==> src/rtl/core/olst_pkg.sv <==
// Shared types and codes for the ordered list store.
package olst_pkg;

  localparam logic [2:0] KIND_APPEND = 3'd0;
  localparam logic [2:0] KIND_TEST   = 3'd1;
  localparam logic [2:0] KIND_READ   = 3'd2;
  localparam logic [2:0] KIND_WRITE  = 3'd3;
  localparam logic [2:0] KIND_DELETE = 3'd4;

  localparam logic [1:0] ST_OK      = 2'd0;
  localparam logic [1:0] ST_FULL    = 2'd1;
  localparam logic [1:0] ST_INVALID = 2'd2;

  localparam int unsigned POS_W   = 4;
  localparam int unsigned COUNT_W = 5;

  typedef struct packed {
    logic [2:0]        kind;
    logic [POS_W-1:0]  position;
    logic signed [31:0] value;
  } in_item_t;

  typedef struct packed {
    logic [1:0]          status;
    logic signed [31:0]  value_out;
    logic                found;
    logic [COUNT_W-1:0]  entry_count;
    logic                empty_res;
  } out_item_t;

  typedef struct packed {
    logic load;   // take the request value
    logic shift;  // take the neighbor's value
    logic held;   // entry is below the count
    logic sel;    // entry is at the request position
  } cell_ctrl_t;

endpackage

==> src/rtl/core/olst_cell.sv <==
// One list entry: holds a value, loads, shifts from its neighbor, matches and taps.
module olst_cell (
  input  logic                     clk,
  input  olst_pkg::cell_ctrl_t     ctrl,
  input  logic signed [31:0]       req_value,
  input  logic signed [31:0]       shift_in,
  output logic signed [31:0]       value,
  output logic                     match,
  output logic signed [31:0]       tap
);

  logic signed [31:0] value_r;
  logic signed [31:0] value_nxt;

  always_comb begin
    if (ctrl.shift) begin
      value_nxt = shift_in;
    end else if (ctrl.load) begin
      value_nxt = req_value;
    end else begin
      value_nxt = value_r;
    end
  end

  always_ff @(posedge clk) begin
    value_r <= value_nxt;
  end

  assign value = value_r;
  assign match = ctrl.held && (value_r == req_value);
  assign tap   = ctrl.sel ? value_r : 32'sd0;

endmodule

==> src/rtl/core/ordered_list_store.sv <==
// Bounded ordered list built as a chain of entry cells with an output register.
// Each result is registered in the cycle after its item is accepted.
// Throughput: one item per cycle unless the input stalls; all cells compare, load or shift in that cycle.
// The input stalls only while a registered result waits on a stalled output.
// Reset (rst_n low, synchronous) empties the list; entry contents are not cleared.
module ordered_list_store #(
  parameter int unsigned DEPTH = 16
) (
  input  logic                  clk,
  input  logic                  rst_n,
  input  logic                  in_valid,
  output logic                  in_stall,
  input  olst_pkg::in_item_t    in_item,
  output logic                  out_valid,
  input  logic                  out_stall,
  output olst_pkg::out_item_t   out_item
);

  localparam int unsigned CW   = $clog2(DEPTH + 1);
  localparam int unsigned CMPW = (CW > olst_pkg::POS_W) ? CW : olst_pkg::POS_W;

  logic [CW-1:0]   count_r;
  logic [CW-1:0]   count_nxt;
  logic            out_valid_r;
  logic            out_valid_nxt;
  olst_pkg::out_item_t out_item_r;
  olst_pkg::out_item_t out_item_nxt;

  logic            acc;
  logic            full;
  logic            pos_ok;
  logic [CMPW-1:0] pos_ext;
  logic [CMPW-1:0] count_ext;
  logic            do_append;
  logic            do_write;
  logic            do_delete;

  logic signed [31:0] cell_value [DEPTH];
  logic signed [31:0] cell_tap   [DEPTH];
  logic [DEPTH-1:0]   cell_match;
  logic signed [31:0] rd_value;

  assign in_stall = out_valid_r && out_stall;
  assign acc      = in_valid && !in_stall;

  assign pos_ext   = CMPW'(in_item.position);
  assign count_ext = CMPW'(count_r);
  assign full      = (count_r == CW'(DEPTH));
  assign pos_ok    = (pos_ext < count_ext);

  assign do_append = acc && (in_item.kind == olst_pkg::KIND_APPEND) && !full;
  assign do_write  = acc && (in_item.kind == olst_pkg::KIND_WRITE) && pos_ok;
  assign do_delete = acc && (in_item.kind == olst_pkg::KIND_DELETE) && pos_ok;

  for (genvar i = 0; i < DEPTH; i++) begin : g_cell
    localparam logic [CMPW-1:0] IDX = CMPW'(i);
    olst_pkg::cell_ctrl_t ctrl;
    logic signed [31:0]   neighbor;

    assign ctrl.sel   = (IDX == pos_ext);
    assign ctrl.held  = (IDX < count_ext);
    assign ctrl.load  = (do_append && (IDX == count_ext)) || (do_write && ctrl.sel);
    assign ctrl.shift = do_delete && (IDX >= pos_ext);

    if (i == DEPTH - 1) begin : g_last
      assign neighbor = cell_value[i];
    end else begin : g_mid
      assign neighbor = cell_value[i+1];
    end

    olst_cell u_cell (
      .clk       (clk),
      .ctrl      (ctrl),
      .req_value (in_item.value),
      .shift_in  (neighbor),
      .value     (cell_value[i]),
      .match     (cell_match[i]),
      .tap       (cell_tap[i])
    );
  end

  always_comb begin
    rd_value = 32'sd0;
    for (int i = 0; i < DEPTH; i++) begin
      rd_value = rd_value | cell_tap[i];
    end
  end

  always_comb begin
    count_nxt = count_r;
    if (do_append) begin
      count_nxt = CW'(count_r + 1'b1);
    end else if (do_delete) begin
      count_nxt = CW'(count_r - 1'b1);
    end
  end

  always_comb begin
    out_item_nxt.status    = olst_pkg::ST_OK;
    out_item_nxt.value_out = 32'sd0;
    out_item_nxt.found     = 1'b0;
    unique case (in_item.kind) inside
      olst_pkg::KIND_APPEND: begin
        if (full) begin
          out_item_nxt.status = olst_pkg::ST_FULL;
        end else begin
          out_item_nxt.value_out = in_item.value;
        end
      end
      olst_pkg::KIND_TEST: begin
        out_item_nxt.found = |cell_match;
      end
      olst_pkg::KIND_READ, olst_pkg::KIND_DELETE: begin
        if (!pos_ok) begin
          out_item_nxt.status = olst_pkg::ST_INVALID;
        end else begin
          out_item_nxt.value_out = rd_value;
        end
      end
      olst_pkg::KIND_WRITE: begin
        if (!pos_ok) begin
          out_item_nxt.status = olst_pkg::ST_INVALID;
        end else begin
          out_item_nxt.value_out = in_item.value;
        end
      end
      default: begin
      end
    endcase
    out_item_nxt.entry_count = olst_pkg::COUNT_W'(count_nxt);
    out_item_nxt.empty_res   = (count_nxt == '0);
  end

  always_comb begin
    if (acc) begin
      out_valid_nxt = 1'b1;
    end else begin
      out_valid_nxt = out_valid_r && out_stall;
    end
  end

  always_ff @(posedge clk) begin
    if (!rst_n) begin
      count_r     <= '0;
      out_valid_r <= 1'b0;
    end else begin
      count_r     <= count_nxt;
      out_valid_r <= out_valid_nxt;
    end
  end

  always_ff @(posedge clk) begin
    if (acc) begin
      out_item_r <= out_item_nxt;
    end
  end

  assign out_valid = out_valid_r;
  assign out_item  = out_item_r;

endmodule

==> config.mk <==
export PLATFORM = sky130hd
export DESIGN_NAME = ordered_list_store
export DESIGN_NICKNAME = d
export VERILOG_FILES = /design/src/rtl/core/olst_pkg.sv /design/src/rtl/core/olst_cell.sv /design/src/rtl/core/ordered_list_store.sv
export SDC_FILE = /design/constraint.sdc
export NUM_CORES = 1
export LEC_CHECK = 0
export BUFFER_PORTS_ARGS = -buffer_cell sky130_fd_sc_hd__buf_2
export CAP_MARGIN = 25
export CORE_MARGIN = 4
export CORE_UTILIZATION = 64
export DETAILED_ROUTE_END_ITERATION = 7
export PLACE_DENSITY = 0.87
export SLEW_MARGIN = 20
export SYNTH_ARGS = -nofsm -noshare
export SYNTH_HDL_FRONTEND = slang
export SYNTH_HIERARCHICAL = 1
export SYNTH_SLANG_ARGS = --single-unit
==> constraint.sdc <==
create_clock -name clk -period 5.36 [get_ports clk]
set_input_delay 0.268 -clock clk [delete_from_list [all_inputs] [get_ports clk]]
set_output_delay 0.268 -clock clk [all_outputs]
set_load 0.005 [all_outputs]
== Word-level counts from Yosys, hierarchy flattened ==
Index checks and enable logic that the tools add are counted.

* Logic and storage cells: 292
* Register bits: 559
* Output and inout port bits: 43
* Bits of input ports: 43

* Bitwise operators: 16
* Order comparisons: 33
* Reduce and logical (&&, ||, !) cells: 112
* Add/subtract/negate cells: 2
* Multiplexer cells: 55
* Equality and inequality tests: 51

{| class="wikitable"
|+ Operators by type and width
! kind !! number
|-
| 2-to-1 mux 32 bit || 49
|-
| == test 32 bit || 16
|-
| bitwise OR 32 bit || 15
|-
| one-hot mux 34 bit (3 select lines) || 1
|-
| logical AND 1 bit || 72
|-
| == test 4 x 5 -> 1 bit (first input constant) || 8
|-
| less-than comparator 4 x 5 -> 1 bit (first input constant) || 8
|-
| == test 4 bit (first input constant) || 8
|-
| >= comparator 4 bit (first input constant) || 8
|-
| nonzero test 2 bit || 15
|-
| == test 3 x 5 -> 1 bit (first input constant) || 4
|-
| less-than comparator 3 x 5 -> 1 bit (first input constant) || 4
|-
| == test 3 x 4 -> 1 bit (first input constant) || 4
|-
| >= comparator 3 x 4 -> 1 bit (first input constant) || 4
|-
| logical OR 1 bit || 16
|-
| OR reduction 16 bit || 1
|-
| logical NOT 5 bit || 3
|-
| == test 2 x 5 -> 1 bit (first input constant) || 2
|-
| less-than comparator 1 x 5 -> 1 bit (first input constant) || 2
|-
| less-than comparator 2 x 5 -> 1 bit (first input constant) || 2
|-
| 2-to-1 mux 5 bit || 2
|-
| == test 2 x 4 -> 1 bit (first input constant) || 2
|-
| >= comparator 1 x 4 -> 1 bit (first input constant) || 2
|-
| >= comparator 2 x 4 -> 1 bit (first input constant) || 2
|-
| other kinds (16) || 19
|}

== Logic depth before layout (Yosys ltp) ==
Gate-level depths: netlist of run 1.

* Depth in word-level cells: 19
* Mapped depth: 12

== Cells and area by module ==
The synthesis of run 1 kept the hierarchy.

{| class="wikitable"
|+ Modules (own cells, without submodules)
! module !! sequential area each (um2) !! cells an instance !! area an instance (um2) !! times used
|-
| olst_cell || 960.9 || 148 || 1,914.3 || 16
|-
| ordered_list_store || 1,351.3 || 446 || 3,816.2 || 1
|}

== Least setup slack after synthesis of run 1 ==
OpenSTA, ideal clock, no wires.

* Kind: flip-flop to flip-flop
* Start: register out_valid_r, in the netlist out_valid
* End: register g_cell[6].u_cell.value_r[0], enable pin
* Clock period less this slack: 4.649 ns
* Cell stages (with the launch flop): 9
* Path slack: 0.711 ns
* Arrival: 4.274 ns
* Library setup time: 0.375 ns
* Buffers on the path: 3
* Path through: dfxtp_1 > a21boi_1 > o2111a_1 > o21ai_2 > clkbuf_1 > a311oi_1 > buf_2 > buf_2 > or2_2

{| class="wikitable"
|+ RTL lines
! what !! line !! text
|-
| from (decl) || ordered_list_store.sv:24 || <nowiki>logic out_valid_r;</nowiki>
|-
| from (signal assigned) || ordered_list_store.sv:148 || <nowiki>out_valid_r <= out_valid_nxt;</nowiki>
|-
| to (signal assigned) || olst_cell.sv:26 || <nowiki>value_r <= value_nxt;</nowiki>
|-
| to (decl) || olst_cell.sv:12 || <nowiki>logic signed [31:0] value_r;</nowiki>
|}

==> summary.md, run 1 <==
| Metric | Value |
|---|---|
| Via count | `24042` |
| Vias/cell | `6.652` |
| # hold bufs at CTS | `3` |
| Placed Cells | `3498` |
| Drt wl/cell | `27.48 um` |
| VDD IR-drop max | `0.2420 mV` |
| Max Root-Sink Buffers | `3` |
| Fin. max-slew vios | `0` |
| Cell count of the worst reg-to-reg path | `9` |
| Fmax | `254.8 MHz` |
| Sequential share of power | `50.8%` |
| DRT Pass-1 Iters | `6` |
| Setup TNS Final | `0 ns` |
| Seq cells post-synth | `559` |
| Initial Util | `65.03%` |
| Clock transition at path regs | `0.06 ns` |
| Switch share | `24.41%` |
| Crit share post-route | `73.22%` |
| Share of the synthesized area in the top cell type | `48.21%` |
| EDFF count, synth | `553` |
| Slew HR | `15.46%` |
| Global-route wire length before repair | `148400 um` |
| Slowest-stage cell, CP | `or2_2` |
| Final nets | `2929` |
| DR DRC count | `0` |
| CP endpoint kind | `flop` |
| P_leak | `13.07 nW` |
| Status | `complete, no violations` |
| Hold Crit Depth | `3` |
| IO Count | `86` |
| CP cell instances | `inv_1 -> ha_1 -> a21o_1 -> a31oi_1 -> o21ai_2 -> buf_4 -> a31oi_4 -> buf_4 -> or2_2` |
| P&R area growth vs syn | `8.841%` |
| Worst path max stage delay | `0.81 ns` |
| Syn Inst Count | `2814` |
| Post-CTS Setup Bufs | `0` |
| Initial DRC count | `3133` |
| Hold Violations, Final | `0` |
| Setup Crit Path Kind | `reg -> reg` |
| Most frequent CP cell | `buf_4` |
| Final WL | `99310 um` |
| IO buf count | `85` |
| Synth top cells by count | `553 x edfxtp_1, 522 x and2_1, 512 x mux2_2, 496 x xor2_1, 245 x nor4_1` |
| Post-Syn Nets | `2865` |
| Total Die Area | `57600 um^2` |
| Most numerous cell in the Yosys netlist | `edfxtp_1` |
| Netlist cell types | `44` |
| Pint | `7.324 mW` |
| Die extent in y | `240.0 um` |
| Initial antenna violation count | `0` |
| Clock power share | `38.9%` |
| Switch Pwr | `2.365 mW` |
| Largest cells by area after synthesis | `edfxtp_1 48%, mux2_2 17%, xor2_1 13%` |
| Clk Latency, worst-skew pair | `0.64 ns` |
| Leading area contributor after synthesis | `edfxtp_1` |
| CTS tree | `done` |
| Synthesized area | `34450 um^2` |
| Ys flop type | `edfxtp_1` |
| Total GRT Usage | `33.81%` |
| Worst reg2reg path endpoint | `g_cell[13].u_cell/value[2]$_DFFE_PP_` |
| Worst setup SP type | `flop` |
| Clk sinks | `559` |
| Antenna-violating nets left | `0` |
| Worst r2r src | `count_ext[2]$_SDFF_PN0_` |
| Required @ worst endpoint | `5.61 ns` |
| Combinational Power Share | `10.3%` |
| H-tree depth | `2` |
| Worst slew pin tran | `1.256 ns` |
| Synth Area per Inst | `12.24 um^2` |
| Post-DP HPWL | `69530 um` |
| Worst endpoint data arrival time | `4.18 ns` |
| CTS root buffer | `clkbuf_16` |
| Post-synthesis sequential area ratio | `48.56%` |
| Post-layout min period | `3.925 ns` |
| Total global routing overflow | `0` |
| Post_cts resized | `0` |
| Pwr/cell area | `258.4 nW/um^2` |
| Max Cap Viol | `0` |
| Number of global-route vias before repair | `23900` |
| CTS buffer count | `59` |
| WHS Endpoint | `out_item[40]$_DFFE_PP_` |
| Worst Hold Class | `in -> reg` |
| Core area | `52970 um^2` |
| Diode count | `0` |
| Non-Filler Instances | `3614` |
| Routability cong. | `1.035` |
| # rows | `84` |
| Fin Clk Skew | `0.02399 ns` |
| Largest net degree at the start of global routing | `44` |
| Fraction of layout cells with a size suffix above 1 | `26.93%` |
| Asr flop ratio synth | `0%` |
| Die X | `240.0 um` |
| Critical path peak fanout | `33` |
| Syn. warnings | `6` |
| Hold path start | `in_item[38]` |
| Fill count | `3553` |
| RSZ-0062 raised after global routing | `false` |
| Final setup vio count | `0` |
| Worst reg2reg setup slack | `1.44 ns` |
[final cells by class]
| type | instances | area (um^2) | area share [%] |
|---|---|---|---|
| clock inverters | 29 | 145.1 | 0.3871 |
| inverters | 10 | 37.54 | 0.1001 |
| well taps | 688 | 860.8 | 2.296 |
| flip-flops and latches | 559 | 16730 | 44.61 |
| clock buffers | 80 | 1577 | 4.205 |
| multi-input cells | 2109 | 17310 | 46.16 |
| repair buffers | 139 | 838.3 | 2.236 |
[worst max-delay path by stage]
stage / from / end / slack [ns] / cells past startpoint
global placement: count_ext[2]$_SDFF_PN0_ / g_cell[13].u_cell/value[14]$_DFFE_PP_ / 1.52 / 9
floorplan: out_valid$_SDFF_PN0_ / g_cell[6].u_cell/value[0]$_DFFE_PP_ / 0.71 / 8
global route: count_ext[2]$_SDFF_PN0_ / g_cell[13].u_cell/value[24]$_DFFE_PP_ / 1.18 / 9
CTS: count_ext[2]$_SDFF_PN0_ / g_cell[13].u_cell/value[16]$_DFFE_PP_ / 1.44 / 9
detailed placement: count_ext[2]$_SDFF_PN0_ / g_cell[13].u_cell/value[2]$_DFFE_PP_ / 1.47 / 9
finish: count_ext[2]$_SDFF_PN0_ / g_cell[13].u_cell/value[2]$_DFFE_PP_ / 1.44 / 9
[flip-flops by register name, summed over array words and instances (netlist names)]
signal               flops
g_cell.u_cell/value    512
out_valid                1
count_ext                5
out_item                41
[cells by family after synthesis]
family / Yosys count / share of synthesized area (%)
xor+xnor: 516 / 13.14
simple gates: 990 / 17.61
buf+inv: 146 / 1.853
mux: 513 / 16.77
flops: 559 / 48.56
fa+ha+maj: 8 / 0.2906
compound gates: 82 / 1.780
[power groups by stage]
stage	Combinational [mW]	Clock [mW]	Sequential, mW
final	1.00	3.77	4.92
after global routing	1.06	3.96	4.92
after CTS	0.973	3.79	4.92
after detailed placement	0.958	0	5.01
after global placement	0.922	0	5.01
after floorplan	0.550	0	5.00
[through the flow]
step	power (mW)	cell area, um^2	worst slack [ns]	utilization, %	hold WS [ns]
finish	9.690	37490	1.435	70.78	0.08293
global route	9.941	37490	1.184	70.78	0.08091
CTS	9.683	37460	1.439	70.72	0.05988
detailed placement	5.970	35710	1.466	67.41	0.5213
global placement	5.930	35650	1.519	67.30	0.5042
floorplan	5.551	34450	0.7114	-	0.3856
[worst max-delay path: cells and delay by family (launching register included)]
kind,cells,cell delay [ns]
DFF,1,0.56
buffers and inverters,3,0.92
and+or+nand+nor,1,0.81
adders and majority gates,1,0.33
AOI/OAI and AO/OA,4,0.89
[cell usage in the layout, fill, tap and decap left out, types with 10 or more instances in the layout]
cell type	count
edfxtp_1	553
inv_1	10
and2_1	522
or2_2	20
nand4_1	55
nand3_1	39
xnor2_1	19
clkbuf_1	20
buf_4	43
nand2b_1	11
nor4_1	241
clkbuf_16	60
clkinv_1	19
a22o_1	33
xor2_1	496
nand2_1	22
nor2_1	16
mux2_2	512
nor3_2	21
nor3_1	18
buf_2	90
[routing by layer]
layer  vias up  global-route usage (%)  routed length (um)
met5         -                       0                   0
met4         0                   9.969                3398
met3       205                   9.176               11410
met2      1462                   52.04               44450
met1     11884                   47.57               40050
li1      10491                       -                   -
(Power assumes the default switching activity.)
==> run 2: changes to the inputs <==
--- a/config.mk
+++ b/config.mk
@@ -8,9 +8,9 @@
 export BUFFER_PORTS_ARGS = -buffer_cell sky130_fd_sc_hd__buf_2
 export CAP_MARGIN = 25
 export CORE_MARGIN = 4
-export CORE_UTILIZATION = 64
+export CORE_UTILIZATION = 58
 export DETAILED_ROUTE_END_ITERATION = 7
-export PLACE_DENSITY = 0.87
+export PLACE_DENSITY = 0.84
 export SLEW_MARGIN = 20
 export SYNTH_ARGS = -nofsm -noshare
 export SYNTH_HDL_FRONTEND = slang
==> constraint.sdc (replaced) <==
create_clock -name clk -period 3.4 [get_ports clk]
set_input_delay 0.17 -clock clk [delete_from_list [all_inputs] [get_ports clk]]
set_output_delay 0.17 -clock clk [all_outputs]
set_load 0.005 [all_outputs]
==> run 2 against run 1 <==
First-iteration DRC count is 11% lower. Flip-flop and latch count stayed put. Critical path type unchanged. Via count is 0.55% lower. Worst setup slack worse by 1.0 ns. Die area is 10% higher. Largest power group unchanged. Total power is 60% higher.
==> summary.md, run 2 (synthesis gave the netlist of run 1 again) <==
| Metric | Value |
|---|---|
| Total Die Area | `63350 um^2` |
| Slew HR | `32.07%` |
| VDD IR-drop max | `0.3924 mV` |
| Cell Area, Placed | `36930 um^2` |
| DRT Pass-1 Iters | `5` |
| Number of global-route vias before repair | `23643` |
| IO Count | `86` |
| H-tree depth | `2` |
| Most frequent CP cell | `or2_2` |
| Worst path max stage delay | `0.49 ns` |
| Sequential share of power | `50.1%` |
| Post-DP HPWL | `70090 um` |
| Fin Clk Skew | `0.02896 ns` |
| Vias/cell | `6.310` |
| Via count | `23910` |
| Worst setup SP type | `flop` |
| Die extent in y | `251.7 um` |
| CTS tree | `done` |
| Clock transition at path regs | `0.06 ns` |
| Worst Hold Class | `in -> reg` |
| Die X | `251.7 um` |
| Most frequent cells in the layout | `553 x edfxtp_1, 522 x and2_1, 512 x mux2_2, 496 x xor2_1, 245 x nor4_1` |
| Combinational Power Share | `10.5%` |
| Post_cts resized | `0` |
| Status | `complete, no violations` |
| Core area | `58910 um^2` |
| Fmax | `336.4 MHz` |
| Setup Crit Path Kind | `reg -> reg` |
| Finished Cell Area | `38770 um^2` |
| Setup TNS Final | `0 ns` |
| Most common cell after layout, fill and taps aside | `edfxtp_1` |
| Max Root-Sink Buffers | `3` |
| Non-Filler Instances | `3789` |
| Switch share | `23.92%` |
| DR DRC count | `0` |
| Post-layout min period | `2.972 ns` |
| Worst slew pin tran | `1.010 ns` |
| Placed Cells | `3678` |
| IO buf count | `85` |
| Initial DRC count | `2783` |
| CTS root buffer | `clkbuf_16` |
| Pwr/cell area | `399.4 nW/um^2` |
| Pint | `11.78 mW` |
| Total global routing overflow | `0` |
| Slowest-stage cell, CP | `o31ai_1` |
| # rows | `89` |
| Post-CTS Setup Bufs | `0` |
| Worst endpoint data arrival time | `3.29 ns` |
| CTS buffer count | `58` |
| Max FFs per register | `512` |
| P&R area growth vs syn | `12.56%` |
| Final setup vio count | `0` |
| # hold bufs at CTS | `5` |
| Worst reg2reg setup slack | `0.43 ns` |
| Crit share post-route | `87.42%` |
| Fraction of layout cells with a size suffix above 1 | `29.37%` |
| Required @ worst endpoint | `3.72 ns` |
| Fin. max-slew vios | `0` |
| RSZ-0062 raised after global routing | `false` |
| Max Cap Viol | `0` |
| Overall Power | `15.48 mW` |
| P_leak | `13.65 nW` |
| Initial antenna violation count | `6` |
| Largest net degree at the start of global routing | `43` |
| Final nets | `3021` |
| Initial Util | `58.47%` |
| Clk Latency, worst-skew pair | `0.65 ns` |
| Clk sinks | `559` |
| Clock power share | `39.4%` |
| Drt wl/cell | `25.27 um` |
| Critical path peak fanout | `32` |
| Total GRT Usage | `29.50%` |
| CP endpoint kind | `flop` |
| Final WL | `95730 um` |
| Antenna-violating nets left | `0` |
| Hold Violations, Final | `0` |
| Switch Pwr | `3.704 mW` |
| Routability cong. | `0.9586` |
| CP cell instances | `inv_1 -> ha_1 -> a21o_1 -> a31oi_1 -> o21a_1 -> or2_2 -> nand3_1 -> o31ai_1 -> or2_2 -> buf_12` |
| Global-route wire length before repair | `145500 um` |
## run 2: cell count changes in the layout (fill, tap and decap cells not counted), sizes merged
cell,before,now
buf,135,227
bufinv,0,3
clkbuf,81,74
clkinv,26,25
clkinvlp,2,1
diode,0,3
dlygate4sd3,3,5
inv,11,10
## run 2: worst max-delay path: cells and delay by family (launching register included)
family / cells / cell delay, ns
fa+ha+maj: 1 / 0.28
flops: 1 / 0.34
compound gates: 4 / 1.14
buf+inv: 2 / 0.26
simple gates: 3 / 0.63
## run 2: per-layer routing
layer / GRT usage (%) / vias up / wire length (um)
li1: - / 10666 / -
met1: 43.30 / 11903 / 40310
met2: 46.35 / 1181 / 43530
met3: 4.546 / 160 / 9128
met4: 7.687 / 0 / 2767
met5: 0 / - / 0
## run 2: power groups by stage
stage	clock [mW]	sequential, mW	combinational, mW
final	6.10	7.76	1.63
after global routing	6.40	7.76	1.74
after detailed placement	0	7.90	1.57
after global placement	0	7.90	1.51
after CTS	6.14	7.76	1.60
after floorplan	0	7.88	0.868
## run 2: path summary, 6_finish.rpt
path / startpoint / endpoint / cells after the start
max: count_ext[2]$_SDFF_PN0_ / g_cell[1].u_cell/value[7]$_DFFE_PP_ / 10
min: in_item[37] / out_item[6]$_SDFFCE_PP0P_ / 3
max reg2reg: count_ext[2]$_SDFF_PN0_ / g_cell[1].u_cell/value[7]$_DFFE_PP_ / 10
min reg2reg: g_cell[14].u_cell/value[1]$_DFFE_PP_ / g_cell[13].u_cell/value[1]$_DFFE_PP_ / 1
## run 2: area by class of cell
| cell class | instances | area, um^2 |
|---|---|---|
| clock inverter | 29 | 232.7 |
| inverter | 10 | 37.54 |
| antenna | 3 | 7.507 |
| tap | 773 | 967.2 |
| fill | 4180 | 20140 |
| timing repair buffer | 232 | 1961 |
| clock buffer | 74 | 1533 |
| multi-input combinational | 2109 | 17310 |
| sequential | 559 | 16730 |
## run 2: per-stage QoR
| step | setup WS [ns] | util, % | hold slack [ns] |
|---|---|---|---|
| 6_report | 0.4276 | 65.82 | 0.02960 |
| 5_1_grt | 0.3648 | 65.82 | 0.05506 |
| 4_1_cts | 0.4870 | 65.78 | 0.005810 |
| 3_5_place_dp | 0.4519 | 62.70 | 0.4211 |
| 3_3_place_gp | 0.4331 | 62.59 | 0.4078 |
| 2_1_floorplan | 0.1268 | - | 0.2876 |
==> run 3: changes to the inputs <==
==> constraint.sdc (replaced) <==
create_clock -name clk -period 2.6 [get_ports clk]
set_input_delay 0.13 -clock clk [delete_from_list [all_inputs] [get_ports clk]]
set_output_delay 0.13 -clock clk [all_outputs]
set_load 0.005 [all_outputs]
==> run 3 against run 2 <==
The flow now finishes with violations (setup timing). Global-route usage is 4.0 points higher. Highest routed layer is now met5. Register-to-register slack worse by 0.47 ns. Combinational power is 60% higher. Via count is 10% higher. Clock power is 40% higher. Core utilization is 6.5 points higher. Critical path depth is 3 higher. Final cell count is 6.9% higher. Critical path type unchanged. Fmax is 13% higher. Non-clock buffer count is 250 higher.
==> summary.md, run 3 (synthesis gave the netlist of run 1 again) <==
| Metric | Value |
|---|---|
| CTS root buffer | `clkbuf_16` |
| P&R area growth vs syn | `23.74%` |
| Setup TNS Final | `-0.8966 ns` |
| VDD IR-drop max | `0.6724 mV` |
| Drt wl/cell | `27.60 um` |
| CTS tree | `done` |
| Post-layout min period | `2.641 ns` |
| Initial Util | `58.47%` |
| Total global routing overflow | `0` |
| RSZ-0062 raised after global routing | `true` |
| Worst Hold Class | `in -> reg` |
| Global-route wire length before repair | `163600 um` |
| Final core occ | `72.35%` |
| Initial DRC count | `2916` |
| Fin. max-slew vios | `0` |
| P_leak | `15.78 nW` |
| Total GRT Usage | `33.52%` |
| Max Cap Viol | `0` |
| Multi-input gate area | `17980 um^2` |
| Fmax | `378.7 MHz` |
| Via count | `26355` |
| Worst slew pin tran | `1.121 ns` |
| Cell count of the worst reg-to-reg path | `13` |
| Cell Area, Placed | `39690 um^2` |
| IO buf count | `85` |
| WL met2 | `51990 um` |
| Post-DP HPWL | `76780 um` |
| DR DRC count | `0` |
| Hold Crit Depth | `2` |
| Non-Filler Instances | `4049` |
| Core area | `58910 um^2` |
| Worst r2r src | `count_ext[2]$_SDFF_PN0_` |
| Met3 WL | `11570 um` |
| Clock transition at path regs | `0.06 ns` |
| Final WL | `111800 um` |
| Worst reg2reg path endpoint | `g_cell[10].u_cell/value[3]$_DFFE_PP_` |
| IO Count | `86` |
| Antenna-violating nets left | `0` |
| Final nets | `3274` |
| Total Die Area | `63350 um^2` |
| Number of global-route vias before repair | `26595` |
| Crit share post-route | `101.6%` |
| Final setup vio count | `39` |
| Fraction of layout cells with a size suffix above 1 | `35.42%` |
| Hold Violations, Final | `0` |
| Clk Latency, worst-skew pair | `0.65 ns` |
| CP endpoint kind | `flop` |
| Worst setup SP type | `flop` |
| Slew HR | `25.19%` |
| Largest net degree at the start of global routing | `34` |
| Most common cell after layout, fill and taps aside | `edfxtp_1` |
| Required @ worst endpoint | `2.95 ns` |
| Die X | `251.7 um` |
| Initial antenna violation count | `3` |
| Fin Clk Skew | `0.03289 ns` |
| Routed length on met1 | `40740 um` |
| H-tree depth | `2` |
| Finished Cell Area | `42620 um^2` |
| PnR worst setup slack | `-0.04069 ns` |
| Critical path peak fanout | `5` |
| Placed Cells | `3885` |
| Worst endpoint data arrival time | `2.99 ns` |
| Overall Power | `21.31 mW` |
| Setup Crit Path Kind | `reg -> reg` |
| Vias/cell | `6.509` |
| Clk sinks | `559` |
| Max Root-Sink Buffers | `3` |
| Fill count | `3688` |
| Max FFs per register | `512` |
| Worst reg2reg setup slack | `-0.04 ns` |
| Status | `finished, violations left` |
| Top sig layer | `met5` |
| Reg area | `16730 um^2` |
| WHS Endpoint | `g_cell[5].u_cell/value[20]$_DFFE_PP_` |
| # rows | `89` |
| DRT Pass-1 Iters | `8` |
| Routability cong. | `1.034` |
| Failing checks | `setup timing` |
| Most frequent cells in the layout | `553 x edfxtp_1, 520 x and2_1, 496 x xor2_1, 364 x mux2_2, 259 x buf_4` |
| Die extent in y | `251.7 um` |
| CTS buffer count | `60` |
| Hold path start | `in_item[20]` |
| Fin Hold WS | `0.01136 ns` |
| Placement Setup Slack | `-0.1079 ns` |
| Pwr/cell area | `500.0 nW/um^2` |
[run 3: cell count changes in the layout (fill, tap and decap cells not counted), moves of 8 or more]
cell,previous run,this run
buf_4,105,259
mux2_2,512,364
buf_12,32,100
clkbuf_16,59,68
or2_4,0,18
clkinv_1,10,19
or2_2,20,3
clkbuf_1,15,4
mux2_4,0,148
buf_6,5,13
[run 3: report_power, final]
group	total (mW)	internal (mW)	switching [mW]
logic	2.60	1.24	1.36
registers	10.1	10.1	0.0811
clock network	8.57	4.78	3.79
[run 3: timing repair]
action                                  CTS  global route
hold buffers                             11             0
endpoints found under the setup margin  295           367
cloned                                    7            10
pin swaps                                 5            10
resized for setup                        19            71
setup buffers                            14             7
endpoints found under the hold margin    22             0
[run 3: final cells by class]
cell class | instances | area share [%]
Timing Repair Buffer | 482 | 11.70
Multi-Input combinational cell | 2110 | 42.18
Inverter | 10 | 0.08807
Antenna cell | 1 | 0.005871
Sequential cell | 559 | 39.25
Tap cell | 773 | 2.269
Clock buffer | 65 | 3.617
Clock inverter | 49 | 0.8895
[run 3: worst max-delay path: stages (launching register included)]
cell	delay (ns)
dfxtp_2	0.32
inv_2	0.07
ha_4	0.20
a21o_1	0.16
a31oi_2	0.20
buf_4	0.17
o21ai_4	0.06
buf_6	0.13
a21oi_4	0.11
a21boi_4	0.27
buf_6	0.19
buf_6	0.10
or2_4	0.19
clkbuf_16	0.18
[run 3: worst max-delay path by stage]
| stage | slack, ns | end | start | cells past startpoint |
|---|---|---|---|---|
| 2_1_floorplan | -0.31 | g_cell[2].u_cell/value[0]$_DFFE_PP_ | out_valid$_SDFF_PN0_ | 8 |
| 3_3_place_gp | -0.14 | out_item[33]$_DFFE_PP_ | in_item[34] | 9 |
| 5_1_grt | -0.08 | g_cell[10].u_cell/value[3]$_DFFE_PP_ | count_ext[2]$_SDFF_PN0_ | 13 |
| 4_1_cts | 0.03 | g_cell[10].u_cell/value[17]$_DFFE_PP_ | count_ext[2]$_SDFF_PN0_ | 12 |
| 6_report | -0.04 | g_cell[10].u_cell/value[3]$_DFFE_PP_ | count_ext[2]$_SDFF_PN0_ | 13 |
| 3_5_place_dp | -0.11 | g_cell[2].u_cell/value[11]$_DFFE_PP_ | count_ext[2]$_SDFF_PN0_ | 11 |
[run 3: routing by layer]
| layer | global-route usage, % | vias up |
|---|---|---|
| met1 | 42.29 | 12941 |
| met3 | 5.907 | 454 |
| met5 | 0 | - |
| met2 | 55.25 | 1784 |
| li1 | - | 11174 |
| met4 | 18.34 | 2 |
